## config.mk

```make
export PLATFORM = sky130hd
export DESIGN_NAME = command_frame_checker_crc8
export DESIGN_NICKNAME = d
export VERILOG_FILES = /design/src/design/cfc_pkg.sv /design/src/design/cfc_in_stage.sv /design/src/design/cfc_frame_core.sv /design/src/design/command_frame_checker_crc8.sv
export SDC_FILE = /design/constraint.sdc
export NUM_CORES = 1
export LEC_CHECK = 0
export BUFFER_PORTS_ARGS = -buffer_cell sky130_fd_sc_hd__clkbuf_2
export CAP_MARGIN = 40
export CORE_ASPECT_RATIO = 2
export CORE_MARGIN = 8
export CORE_UTILIZATION = 62
export CTS_CLUSTER_SIZE = 10
export DETAILED_ROUTE_END_ITERATION = 12
export PLACE_DENSITY = 0.84
export SYNTH_ARGS = -nofsm -noshare
export SYNTH_HDL_FRONTEND = slang
export SYNTH_SLANG_ARGS = --single-unit
export TNS_END_PERCENT = 10
```

## constraint.sdc

```tcl
create_clock -name aclk -period 6 [get_ports aclk]
set_clock_uncertainty 0.15 [all_clocks]
set_input_delay 0.3 -clock aclk [delete_from_list [all_inputs] [get_ports aclk]]
set_output_delay 0.3 -clock aclk [all_outputs]
set_load 0.05 [all_outputs]
```

## src/design/cfc_pkg.sv

```systemverilog
package cfc_pkg;

    localparam logic [7:0] CRC_POLY    = 8'h07;
    localparam logic [7:0] CRC_INIT    = 8'h00;
    localparam logic [2:0] MAX_BYTES   = 3'd5;
    localparam logic [2:0] READ_LEN    = 3'd4;
    localparam logic [2:0] HEADER_LAST = 3'd2;
    localparam logic [2:0] COUNT_MAX   = 3'd7;
    localparam int         FRAME_DEPTH = 5;

    localparam logic [7:0] FC_READ_A  = 8'd1;
    localparam logic [7:0] FC_READ_B  = 8'd3;
    localparam logic [7:0] FC_WRITE_A = 8'd5;
    localparam logic [7:0] FC_WRITE_B = 8'd6;

    typedef enum logic [2:0] {
        ST_OK        = 3'd0,
        ST_MALFORMED = 3'd1,
        ST_TOO_MANY  = 3'd2,
        ST_TOO_FEW   = 3'd3,
        ST_BAD_FUNC  = 3'd4,
        ST_READ_LEN  = 3'd5,
        ST_WRITE_LEN = 3'd6
    } status_t;

    typedef struct packed {
        logic [7:0] data_byte;
        logic       malformed;
        logic       last_byte;
    } item_t;

    // last field in the lowest bits
    typedef struct packed {
        logic       crc_ok;
        logic [7:0] computed_crc;
        logic [7:0] received_crc;
        logic [7:0] write_value;
        logic [7:0] cell_address;
        logic [7:0] function_code;
        logic [7:0] device_address;
        logic       is_write;
        logic [2:0] frame_status;
    } result_t;

    function automatic logic [7:0] crc8_step(input logic [7:0] crc, input logic [7:0] b);
        logic [7:0] c;
        c = crc ^ b;
        for (int k = 0; k < 8; k++) begin
            c = c[7] ? ({c[6:0], 1'b0} ^ CRC_POLY) : {c[6:0], 1'b0};
        end
        return c;
    endfunction

endpackage

```

## src/design/cfc_in_stage.sv

```systemverilog
module cfc_in_stage (
    input  logic           aclk,
    input  logic           aresetn,
    input  logic           s_tvalid,
    output logic           s_tready,
    input  cfc_pkg::item_t s_item,
    input  logic           take,
    output logic           item_valid,
    output cfc_pkg::item_t item
);
    import cfc_pkg::*;

    logic  valid_reg;
    logic  valid_next;
    item_t item_reg;

    assign s_tready   = !valid_reg || take;
    assign valid_next = s_tready ? s_tvalid : valid_reg;

    always_ff @(posedge aclk) begin
        if (!aresetn) begin
            valid_reg <= 1'b0;
        end else begin
            valid_reg <= valid_next;
        end
    end

    always_ff @(posedge aclk) begin
        if (s_tready && s_tvalid) begin
            item_reg <= s_item;
        end
    end

    assign item_valid = valid_reg;
    assign item       = item_reg;

endmodule

```

## src/design/cfc_frame_core.sv

```systemverilog
module cfc_frame_core (
    input  logic             aclk,
    input  logic             aresetn,
    input  logic             item_valid,
    input  cfc_pkg::item_t   item,
    output logic             take,
    output logic             m_tvalid,
    input  logic             m_tready,
    output cfc_pkg::result_t result
);
    import cfc_pkg::*;

    logic [2:0] byte_count_reg;
    logic [2:0] byte_count_next;
    logic [7:0] frame_reg [FRAME_DEPTH];
    logic [7:0] frame_next [FRAME_DEPTH];
    logic [7:0] crc_run_reg;
    logic [7:0] crc_run_next;
    logic [7:0] crc_three_reg;
    logic [7:0] crc_three_next;
    logic       bad_seen_reg;
    logic       bad_seen_next;
    logic       ovf_seen_reg;
    logic       ovf_seen_next;
    logic       out_valid_reg;
    logic       out_valid_next;
    result_t    result_reg;

    logic [7:0] b_eff;
    logic       in_range;
    logic [7:0] byte_cur [FRAME_DEPTH];
    logic [7:0] crc_cur;
    logic [7:0] crc3_cur;
    logic [2:0] count_cur;
    logic       bad_cur;
    logic       ovf_cur;
    logic       rd;
    logic       wr;
    status_t    status;
    result_t    res_cur;
    logic       emit;

    assign take = item_valid && (!item.last_byte || !out_valid_reg || m_tready);
    assign emit = take && item.last_byte;

    always_comb begin
        b_eff    = item.malformed ? 8'h00 : item.data_byte;
        in_range = byte_count_reg < MAX_BYTES;
        for (int k = 0; k < FRAME_DEPTH; k++) begin
            byte_cur[k] = (in_range && byte_count_reg == 3'(k)) ? b_eff : frame_reg[k];
        end
        crc_cur   = (byte_count_reg < READ_LEN) ? crc8_step(crc_run_reg, b_eff) : crc_run_reg;
        crc3_cur  = (byte_count_reg == HEADER_LAST) ? crc_cur : crc_three_reg;
        count_cur = (byte_count_reg == COUNT_MAX) ? byte_count_reg : byte_count_reg + 3'd1;
        bad_cur   = bad_seen_reg || item.malformed;
        ovf_cur   = ovf_seen_reg || !in_range;

        rd = (byte_cur[1] == FC_READ_A) || (byte_cur[1] == FC_READ_B);
        wr = (byte_cur[1] == FC_WRITE_A) || (byte_cur[1] == FC_WRITE_B);

        if (bad_cur) begin
            status = ST_MALFORMED;
        end else if (ovf_cur || count_cur > MAX_BYTES) begin
            status = ST_TOO_MANY;
        end else if (count_cur <= 3'd1) begin
            status = ST_TOO_FEW;
        end else if (!rd && !wr) begin
            status = ST_BAD_FUNC;
        end else if (rd && count_cur != READ_LEN) begin
            status = ST_READ_LEN;
        end else if (wr && count_cur != MAX_BYTES) begin
            status = ST_WRITE_LEN;
        end else begin
            status = ST_OK;
        end

        res_cur.frame_status   = status;
        res_cur.is_write       = wr;
        res_cur.device_address = byte_cur[0];
        res_cur.function_code  = byte_cur[1];
        res_cur.cell_address   = byte_cur[2];
        res_cur.write_value    = wr ? byte_cur[3] : 8'h00;
        res_cur.received_crc   = wr ? byte_cur[4] : byte_cur[3];
        res_cur.computed_crc   = wr ? crc_cur : crc3_cur;
        res_cur.crc_ok         = (res_cur.received_crc == res_cur.computed_crc);
    end

    always_comb begin
        byte_count_next = byte_count_reg;
        frame_next      = frame_reg;
        crc_run_next    = crc_run_reg;
        crc_three_next  = crc_three_reg;
        bad_seen_next   = bad_seen_reg;
        ovf_seen_next   = ovf_seen_reg;
        if (take) begin
            if (item.last_byte) begin
                byte_count_next = 3'd0;
                for (int k = 0; k < FRAME_DEPTH; k++) begin
                    frame_next[k] = 8'h00;
                end
                crc_run_next   = CRC_INIT;
                crc_three_next = CRC_INIT;
                bad_seen_next  = 1'b0;
                ovf_seen_next  = 1'b0;
            end else begin
                byte_count_next = count_cur;
                frame_next      = byte_cur;
                crc_run_next    = crc_cur;
                crc_three_next  = crc3_cur;
                bad_seen_next   = bad_cur;
                ovf_seen_next   = ovf_cur;
            end
        end
        out_valid_next = emit || (out_valid_reg && !m_tready);
    end

    always_ff @(posedge aclk) begin
        if (!aresetn) begin
            byte_count_reg <= 3'd0;
            for (int k = 0; k < FRAME_DEPTH; k++) begin
                frame_reg[k] <= 8'h00;
            end
            crc_run_reg   <= CRC_INIT;
            crc_three_reg <= CRC_INIT;
            bad_seen_reg  <= 1'b0;
            ovf_seen_reg  <= 1'b0;
            out_valid_reg <= 1'b0;
        end else begin
            byte_count_reg <= byte_count_next;
            frame_reg      <= frame_next;
            crc_run_reg    <= crc_run_next;
            crc_three_reg  <= crc_three_next;
            bad_seen_reg   <= bad_seen_next;
            ovf_seen_reg   <= ovf_seen_next;
            out_valid_reg  <= out_valid_next;
        end
    end

    always_ff @(posedge aclk) begin
        if (emit) begin
            result_reg <= res_cur;
        end
    end

    assign m_tvalid = out_valid_reg;
    assign result   = result_reg;

endmodule

```

## src/design/command_frame_checker_crc8.sv

```systemverilog
// channel   dir  tdata                         tuser      tlast
// s_        in   data_byte[7:0]                malformed  last_byte
// m_        out  status..crc_ok, 53 bits in 56 -          -
//
// one byte per cycle sustained unless a held result stalls a last byte; a byte
// waits in the input register, the frame state and crc step update at the edge
// it leaves, and the frame result lands in the output register at that same
// edge, where m_tvalid is registered and rises. aresetn is synchronous and clears
// the frame state and both valid flags. a held result stalls only a last
// byte; other bytes keep flowing while m_tready is low
module command_frame_checker_crc8 (
    input  logic        aclk,
    input  logic        aresetn,
    input  logic        s_tvalid,
    output logic        s_tready,
    input  logic [7:0]  s_tdata,   // data_byte[7:0]
    input  logic [0:0]  s_tuser,   // malformed[0]
    input  logic        s_tlast,
    output logic        m_tvalid,
    input  logic        m_tready,
    // frame_status[2:0] is_write[3] device_address[11:4] function_code[19:12]
    // cell_address[27:20] write_value[35:28] received_crc[43:36]
    // computed_crc[51:44] crc_ok[52] zero[55:53]
    output logic [55:0] m_tdata
);
    import cfc_pkg::*;

    item_t   s_item;
    item_t   item;
    logic    item_valid;
    logic    take;
    result_t result;

    assign s_item.data_byte = s_tdata;
    assign s_item.malformed = s_tuser[0];
    assign s_item.last_byte = s_tlast;

    cfc_in_stage u_in (
        .aclk       (aclk),
        .aresetn    (aresetn),
        .s_tvalid   (s_tvalid),
        .s_tready   (s_tready),
        .s_item     (s_item),
        .take       (take),
        .item_valid (item_valid),
        .item       (item)
    );

    cfc_frame_core u_core (
        .aclk       (aclk),
        .aresetn    (aresetn),
        .item_valid (item_valid),
        .item       (item),
        .take       (take),
        .m_tvalid   (m_tvalid),
        .m_tready   (m_tready),
        .result     (result)
    );

    assign m_tdata = {3'b000, result};

endmodule

```

==> results.md, run 1 <==
* Clock-pin slew on the worst setup and hold paths at 0.06 ns
* Htree depth at 4
* Final WL at 15400 um
* Mean Syn Cell Area at 10.3 sq um
* R2R setup slack at 1.99 ns
* CTS Buf Count at 17
* Ys flop type: edfxtp_1
* Yosys reg bits at 126
* Die extent in y at 155 um
* Worst min path class: in2reg
* Vias post-DR at 4662
* GRT Overall Usage at 23.8%
* CTS tree: yes
* Post-DRT Antenna Nets at 0
* Sequential share of the synthesized area at 52.8%
* VDD IR max at 255 uV
* GPL Wtd Cong at 0.934
* Final Power at 0.00210 W
* Max reg flops at 53
* Distinct cell type count after synthesis at 52
* Ant. Diodes at 0
* Yosys Warn Count at 0
* Critical path class: reg2reg
* Max-Slew Margin vs Limit at 46.7%
* Worst r2r dst: u_core.result[52]
* Worst Path Required at 6.03 ns
* Number of global-route vias before repair at 4659
* Synthesized cell area at 0.00598 sq mm
* Final min period at 4.01 ns
* Post-synth EDFFs at 63
* CTS sink cnt at 126
* CTS root buffer: clkbuf_16
* Die ar. at 0.0132 sq mm
* Setup TNS at 0 ns
* RSZ-0062 raised after global routing: no
* Initial drt markers at 359
* Hold path cells at 2
* CP Max Fanout at 23
* Reg2reg path depth at 11
* Crit end category: register
* Actual slew at the worst max-slew pin at 0.798 ns
* CTS Buffer Depth at 2
* MaxCap Viol Count at 0
* Status: finished clean
* Dpl hpwl at 10800 um
* # IOs at 72
* Synth top area cells: edfxtp_1, dfxtp_1, nor2b_1, a22oi_1, xnor2_1
* Post-route clock period utilization at 66.8%
* Final setup viols at 0
* DRC Markers at 0
* Cell taking the most area after synthesis: edfxtp_1
* Mean routed wirelength per cell at 20.1 um
* Slew Limit Fails at 0
* Detailed Routing Iterations Pass 1 at 5
* Ys async rst share at 0%
* Final Hold Viols at 0
* Setup crit start kind: register
* GRT overflow at 0
* Share of layout cells above drive strength 1 at 18.1%
* Power Dens Cells at 300 mW/mm^2
* First-pass GRT wire length at 24100 um
* Row count at 50
* Die X at 85.4 um
* Leakage at 2.65 nW
* Largest net degree at the start of global routing at 55
* Vias per inst at 6.09
* Initial antenna violation count at 0
* Post-synth top area share at 31.7%
* Worst r2r src: u_core.byte_count_reg[2]
* WHS Endpoint: u_core.m_tvalid
* Clk Latency, worst-skew pair at 0.42 ns
* Hold path start: aresetn
* Port bufs at 68
* Worst path arrival time at 4.04 ns
* Area Growth Syn to Fin at 17.0%
* Resize count post-CTS at 0
* FILL cells at 638
* Core Area at 0.00938 sq mm
* Worst Setup SP: u_core.byte_count_reg[2]
* Initial Util at 63.7%
* Final #Nets at 667
* Peak Freq at 0.250 GHz
* Synth Instances at 580
stage by stage:
step	utilization [%]	hold slack (ns)	worst slack [ns]	instances	cell area (sq um)
floorplan	-	0.249	3.08	582	5980
global placement	67.2	0.327	2.18	720	6300
global route	74.5	0.0912	1.81	766	6990
CTS	74.5	0.0707	2.04	766	6990
finish	74.5	0.0736	1.99	766	6990
detailed placement	67.6	0.329	2.05	723	6350
synthesized netlist by cell type (2+ instances only):
library cell and instances:
and2_1 9, edfxtp_1 63, a211oi_1 8, o32ai_1 2, o21ai_1 3, a22oi_1 41, mux2_2 5, xor2_1 14
a221o_1 2, nand3_1 3, nand2_1 52, buf_4 5, inv_1 10, nand2b_1 13, a211oi_2 3, a31oi_1 3
xnor2_1 23, and3_1 4, a21oi_1 29, buf_2 2, nor2_1 41, nor3b_1 2, xnor3_1 4, clkbuf_1 27
mux2i_1 10, nor2b_1 57, dfxtp_1 63, buf_6 2, ha_1 4, and2b_4 2, and2b_1 2, nor3_1 21
o21ai_0 32
cell type report:
class | count | area (sq um) | share of cell area, %
flip-flops and latches | 126 | 3150 | 45.1
inverters | 11 | 41.3 | 0.591
repair buffers | 85 | 515 | 7.37
clock buffers | 19 | 433 | 6.19
clock inverters | 13 | 100 | 1.43
well taps | 104 | 130 | 1.86
multi-input cells | 408 | 2620 | 37.4
layer usage:
metal	up-vias	share of wire [%]	global-route usage (%)
met4	0	5.2	15.6
met5	-	0	0
met1	2227	34	22.7
li1	2180	-	-
met2	197	55	43.6
met3	58	5.3	5.68
cell usage in the layout, fill, tap and decap left out, types with 4 or more instances in the layout:
cell type      count
dfxtp_1           63
xnor2_1           23
nor2b_1           57
mux2i_1           10
and2_1             9
dlygate4sd3_1     11
a211oi_1           8
clkbuf_16         17
a22oi_1           41
mux2_2             5
inv_1             10
nand2_1           52
clkinv_2           6
ha_1               4
nor2_1            40
a21oi_1           29
nor3_1            21
o21ai_0           32
clkbuf_2          68
xnor3_1            4
edfxtp_1          63
nand2b_1          13
xor2_1            14
buf_4              4
timing repair:
action | CTS | global route
hold endpoints to repair | 11 | 0
buffers inserted | 0 | 0
hold buffers | 11 | 0
power breakdown:
part	total [W]	switching [W]	internal, W
combinational	0.000228	0.000149	0.0000790
sequential	0.000944	0.0000197	0.000924
clock	0.000926	0.000365	0.000561
total	0.00210	0.000534	0.00156
worst max-delay path: stages, from the launching register on:
cell and delay (ns):
dfxtp_1 0.84, nand2b_4 0.36, mux2_2 0.40, a211oi_2 0.22, nand2_1 0.32, buf_4 0.34
inv_2 0.20, a21o_1 0.27, a221o_1 0.23, xor2_1 0.19, nor3_2 0.06, and4_1 0.17
worst max-delay path by stage:
stage                        end  slack [ns]
2_1_floorplan  u_core.result[52]        3.08
3_3_place_gp   u_core.result[52]        2.18
3_5_place_dp   u_core.result[52]        2.05
4_1_cts        u_core.result[52]        2.04
5_1_grt        u_core.result[52]        1.81
6_report       u_core.result[52]        1.99
cell families (layout without fill, tap and decap cells):
| logic type | Yosys count | after routing | share of synthesized area [%] |
|---|---|---|---|
| flops | 126 | 126 | 52.8 |
| other cells | 1 | 3 | 0.0628 |
| xor+xnor | 43 | 43 | 7.62 |
| buf+inv | 48 | 128 | 3.62 |
| compound gates | 133 | 133 | 14.4 |
| fa+ha+maj | 4 | 4 | 0.838 |
| simple gates | 210 | 210 | 18.0 |
| mux | 15 | 15 | 2.62 |
Power figures use the tool's default switching activity.
==> inputs of run 2 (changes only) <==
- ABC_AREA: default -> 1
- CORE_UTILIZATION: 62 -> 59
- PLACE_DENSITY: 0.84 -> 0.8
- clock period: 6 -> 3.9 ns (I/O delays scaled with it)
==> results.md, run 2 <==
* Status: finished clean
* Post-DRT Antenna Nets at 0
* Ant. Diodes at 0
* First-pass GRT wire length at 31200 um
* GPL Wtd Cong at 1.07
* Sequential share of the synthesized area at 50.3%
* Distinct cell type count after synthesis at 34
* Final setup viols at 0
* Most common cell after layout, fill and taps aside: nand2_1
* Max-Slew Margin vs Limit at 45.4%
* Synth Area in XOR/XNOR at 0.140%
* Synth Instances at 824
* Post-synth EDFFs at 63
* Initial drt markers at 461
* Die X at 88.9 um
* Synth cell count leaders: nand2_1, nand3_1, a21oi_1
* Resize count post-CTS at 0
* Port bufs at 68
* Slowest stage delay, CP at 0.80 ns
* Most frequent cell after synthesis: nand2_1
* Mean Syn Cell Area at 7.60 sq um
* Final #Nets at 916
* RSZ-0062 raised after global routing: no
* Max reg flops at 53
* Synthesized cell area at 0.00626 sq mm
* CTS tree: yes
* Worst path arrival time at 3.36 ns
* Peak Freq at 0.300 GHz
* Ys flop type: edfxtp_1
* Post-Synth Adder-Cell Area at 0.799%
* GRT overflow at 0
* Core Area at 0.0104 sq mm
* Cell taking the most area after synthesis: edfxtp_1
* Row count at 53
* Most frequent cells in the layout: nand2_1, nand3_1, a21oi_1
* Final Hold Viols at 0
* MaxCap Viol Count at 0
* Yosys reg bits at 126
* GRT Overall Usage at 29.5%
* Ys async rst share at 0%
* Area Growth Syn to Fin at 18.3%
* Share of layout cells above drive strength 1 at 15.7%
* Worst Path Required at 3.92 ns
* Fin area at 0.00741 sq mm
* Initial antenna violation count at 0
* Actual slew at the worst max-slew pin at 0.818 ns
* Most used cell, CP: nand2_1
* Die extent in y at 162 um
* Largest family of logic cells by synthesized area: simple AND/OR/NAND/NOR gates
* Htree depth at 4
* Vias post-DR at 5987
* Detailed Routing Iterations Pass 1 at 5
* CTS sink cnt at 126
* Final Power at 0.00342 W
* Final WL at 20500 um
* Synth top area cells: edfxtp_1, dfxtp_1, nand2_1, nand3_1, a21oi_1
* CTS Buffer Depth at 2
* Clk Latency, worst-skew pair at 0.42 ns
* Clock-pin slew on the worst setup and hold paths at 0.06 ns
* Dpl hpwl at 14600 um
* Placed Area at 0.00667 sq mm
* CTS root buffer: clkbuf_16
* Setup TNS at 0 ns
* Synth Area in Compound Gates at 9.53%
* Setup crit start kind: register
* DRC Markers at 0
* Mean routed wirelength per cell at 19.5 um
* # IOs at 72
* Crit-path cells: clkinv_2 -> nand2_2 -> o21ai_1 -> nor2_1 -> nand2_1 -> nor2_4 -> nand3_1 -> nand2_1 -> nand2_1 -> nand2_1 -> inv_1 -> nand3_1 -> nor2_1
* Mux share of post-synthesis cell area at 0%
* Worst min path class: reg2reg
* Largest net degree at the start of global routing at 47
* Critical path class: reg2reg
* Leakage at 3.12 nW
* Post-route clock period utilization at 85.4%
* Number of global-route vias before repair at 5873
* Fin util at 71.2%
* Post-synth top area share at 30.2%
* Die ar. at 0.0144 sq mm
* Synth Area in Simple Gates at 31.4%
* VDD IR max at 327 uV
* Slowest library cell on the worst path: dfxtp_1
* Crit end category: register
* CP Max Fanout at 24
* Post-CTS Setup Inserts at 0
* Yosys Warn Count at 0
* Initial Util at 60.2%
* Hold_buf cts at 14
* Vias per inst at 5.71
* CTS Buf Count at 17
* Slew Limit Fails at 0
* Power Dens Cells at 461 mW/mm^2
* Final min period at 3.33 ns
## run 2: stage by stage
step,setup slack (ns),hold WS [ns],std cells
after global placement,0.642,0.222,999
after detailed placement,0.646,0.224,1002
final,0.569,0.310,1048
after CTS,0.627,0.309,1048
after global routing,0.384,0.332,1048
after floorplan,1.23,0.144,826
## run 2: where the power goes
group	total, W	switching (W)	internal, W
Combinational	0.000356	0.000268	0.0000881
Clock	0.00162	0.000626	0.000991
Sequential	0.00144	0.0000204	0.00142
Total	0.00342	0.000915	0.00250
## run 2: layout make-up
| type | count | area, sq um |
|---|---|---|
| Sequential cell | 126 | 3150 |
| Fill cell | 838 | 3000 |
| Multi-Input combinational cell | 595 | 2640 |
| Timing Repair Buffer | 94 | 596 |
| Clock buffer | 19 | 454 |
| Inverter | 64 | 246 |
| Tap cell | 137 | 171 |
| Clock inverter | 13 | 150 |
## run 2: logic make-up after synthesis
| logic type | count (synthesis) |
|---|---|
| other | 1 |
| xor gates and xnor gates | 1 |
| and+or+nand+nor | 470 |
| AOI/OAI and AO/OA | 117 |
| DFF | 126 |
| adders and majority gates | 4 |
| buffers and inverters | 105 |
## run 2: critical path, delay by kind of cell, from the launching register on
family / cells / cell delay [ns]
compound gates: 1 / 0.16
buf+inv: 2 / 0.20
flops: 1 / 0.80
simple gates: 10 / 1.75
## run 2: final timing paths
check / start / to / slack, ns / cells after the start
worst max-delay path: u_core.byte_count_reg[2] / u_core.result[52] / 0.57 / 13
worst min-delay path: u_core.bad_seen_reg / u_core.bad_seen_reg / 0.31 / 2
worst max register to register: u_core.byte_count_reg[2] / u_core.result[52] / 0.57 / 13
worst min register to register: u_core.bad_seen_reg / u_core.bad_seen_reg / 0.31 / 2
## run 2: routing by layer
metal  share of wire (%)  track usage (%)  vias up
met4                 8.8             25.5        0
li1                    -                -     2821
met3                 6.4             5.87      105
met2                  54             52.1      308
met1                  31             27.2     2753
met5                   0                0        -
==> inputs of run 3 (changes only) <==
- ABC_AREA: 1 -> 0
- CORE_UTILIZATION: 59 -> 58
- PLACE_DENSITY: 0.8 -> 0.79
- SYNTH_HIERARCHICAL: default -> 1
==> results.md, run 3 <==
* Ys async rst share at 0%
* Fin worst setup slack at 0.169 ns
* Initial antenna violation count at 0
* Register area at 0.00315 sq mm
* Die ar. at 0.0143 sq mm
* Distinct cell type count after synthesis at 51
* Vias post-DR at 4879
* Setup crit start kind: register
* Status: finished clean
* Die X at 88.6 um
* Hold path cells at 2
* Final Hold Viols at 0
* Leakage at 2.73 nW
* Largest family of logic cells by synthesized area: simple AND/OR/NAND/NOR gates
* Worst r2r dst: u_core/result[52]
* Most frequent cells in the layout: clkbuf_2, nor2b_1, dfxtp_1, edfxtp_1, nor2_1
* Post-DRT Antenna Nets at 0
* Largest net degree at the start of global routing at 44
* Worst setup endpoint: u_core/result[52]
* Mean Syn Cell Area at 10.3 sq um
* Actual slew at the worst max-slew pin at 0.673 ns
* CTS Buf Count at 17
* Yosys reg bits at 126
* GRT overflow at 0
* GRT Overall Usage at 25.2%
* Max reg flops at 53
* Most used cell, CP: inv_2
* Ys flop type: edfxtp_1
* Vias per inst at 5.96
* Synth Instances at 593
* RSZ-0062 raised after global routing: no
* Peak Freq at 0.268 GHz
* Worst min path class: in2reg
* Max-Slew Margin vs Limit at 55.2%
* Post-Synth Adder-Cell Area at 0.818%
* Crit-path cells: ha_1 -> nor2b_1 -> buf_4 -> mux2i_2 -> inv_2 -> nor4_4 -> nand3_2 -> inv_2 -> nor3_1 -> a211oi_1 -> xnor2_1 -> nand3_1 -> nor4_1
* Dpl hpwl at 11800 um
* Port bufs at 68
* Sw Ratio at 26.0%
* Mux share of post-synthesis cell area at 4.27%
* Int Pwr at 0.00263 W
* Die extent in y at 161 um
* Setup TNS at 0 ns
* Most common cell after layout, fill and taps aside: clkbuf_2
* Worst hold slack at 0.135 ns
* CTS tree: yes
* Synth Area in XOR/XNOR at 8.01%
* # IOs at 72
* GPL Wtd Cong at 1.01
* Worst r2r src: u_core/byte_count_reg[0]
* Initial drt markers at 361
* Combinational power share at 12.0%
* Initial Util at 58.8%
* Final min period at 3.73 ns
* Sequential power share at 41.1%
* DRC Markers at 0
* FILL cells at 791
* VDD IR max at 486 uV
* First-pass GRT wire length at 26600 um
* Fin util at 70.5%
* Crit end category: register
* Final #Nets at 687
* Clk Latency, worst-skew pair at 0.42 ns
* Final Power at 0.00355 W
* CTS root buffer: clkbuf_16
* Synth Area in Simple Gates at 17.9%
* Power Dens Cells at 484 mW/mm^2
* Synthesized cell area at 0.00612 sq mm
* Row count at 53
* Detailed Routing Iterations Pass 1 at 5
* Multi-input gate area at 0.00277 sq mm
* P_sw at 0.000922 W
* Sequential share of the synthesized area at 51.5%
* Mean routed wirelength per cell at 20.7 um
* MaxCap Viol Count at 0
* Htree depth at 4
* Clk pwr share at 46.9%
* Yosys Warn Count at 6
* Worst path arrival time at 3.79 ns
* Share of layout cells above drive strength 1 at 20.7%
* Final WL at 16900 um
* Synth top area cells: edfxtp_1, dfxtp_1, nor2b_1, a22oi_1, xnor2_1
* Reg2reg path depth at 13
* Slew Limit Fails at 0
* Post-route clock period utilization at 95.7%
* R2R setup slack at 0.17 ns
* Core Area at 0.0104 sq mm
* Worst Setup SP: u_core/byte_count_reg[0]
* Slowest library cell on the worst path: dfxtp_1
* CTS sink cnt at 126
* Area Growth Syn to Fin at 19.9%
* Worst Path Required at 3.95 ns
* Final setup viols at 0
* CP Max Fanout at 10
* Cell taking the most area after synthesis: edfxtp_1
* Clock-pin slew on the worst setup and hold paths at 0.06 ns
* Ant. Diodes at 0
* Post-synth top area share at 30.9%
* Post-CTS Setup Inserts at 0
* Synth Area in Compound Gates at 14.0%
* Slowest stage delay, CP at 0.49 ns
* Number of global-route vias before repair at 4817
* CTS Buffer Depth at 2
* Place WS at 0.315 ns
* Synth cell count leaders: dfxtp_1, edfxtp_1, nor2b_1
* Critical path class: reg2reg
* Post-synth EDFFs at 63
## run 3: cells by family after synthesis
| group | after synthesis |
|---|---|
| simple gates | 208 |
| buf+inv | 49 |
| fa+ha+maj | 4 |
| mux | 21 |
| flops | 126 |
| xor+xnor | 48 |
| other cells | 1 |
| compound gates | 136 |
## run 3: layout make-up
| type | count | share of cell area [%] |
|---|---|---|
| clock buffer | 18 | 6.14 |
| multi-input combinational | 420 | 37.7 |
| clock inverter | 14 | 2.47 |
| tap | 137 | 2.34 |
| timing repair buffer | 92 | 7.77 |
| sequential | 126 | 43.0 |
| inverter | 12 | 0.614 |
## run 3: worst min path at each step
| stage | slack, ns | endpoint | startpoint |
|---|---|---|---|
| finish | 0.13 | u_core/crc_run_reg[0] | aresetn |
| floorplan | 0.14 | u_in/item[0] | s_tlast |
| CTS | 0.14 | u_core/crc_run_reg[1] | aresetn |
| detailed placement | 0.22 | u_in/item[2] | s_tdata[0] |
| global placement | 0.22 | u_in/item[6] | s_tdata[4] |
| global route | 0.15 | u_core/crc_run_reg[1] | aresetn |
## run 3: power groups by stage
stage | logic, W | clock network (W) | registers (W)
floorplan | 0.000257 | 0 | 0.00153
finish | 0.000428 | 0.00167 | 0.00146
detailed placement | 0.000410 | 0 | 0.00149
global placement | 0.000397 | 0 | 0.00149
CTS | 0.000423 | 0.00168 | 0.00146
global route | 0.000453 | 0.00174 | 0.00146
## run 3: critical path, delay by kind of cell (launching register included)
family | cells | cell delay [ns]
AOI/OAI and AO/OA | 1 | 0.38
adders and majority gates | 1 | 0.19
xor gates and xnor gates | 1 | 0.19
DFF | 1 | 0.49
muxes | 1 | 0.34
and+or+nand+nor | 6 | 1.21
buffers and inverters | 3 | 0.55
## run 3: what timing repair did
| action | 4_1_cts | 5_1_grt |
|---|---|---|
| endpoints found under the setup margin | 0 | 1 |
| resized for setup | 0 | 1 |
| endpoints found under the hold margin | 12 | 0 |
| hold buffers | 12 | 0 |
## run 3: per-stage QoR
stage / instance area (sq um) / std cells
after floorplan: 6130 / 595
after global placement: 6550 / 773
after detailed placement: 6580 / 775
after CTS: 7330 / 819
after global routing: 7340 / 819
final: 7340 / 819
## run 3: per-layer routing
layer	share of wire (%)	up-vias	track usage [%]	wire length, um
met5	0	-	0	0
met4	4.6	0	14.6	783
met3	5.4	41	5.75	921
met2	54	202	44.4	9210
met1	36	2394	25.6	6030
li1	-	2242	-	-
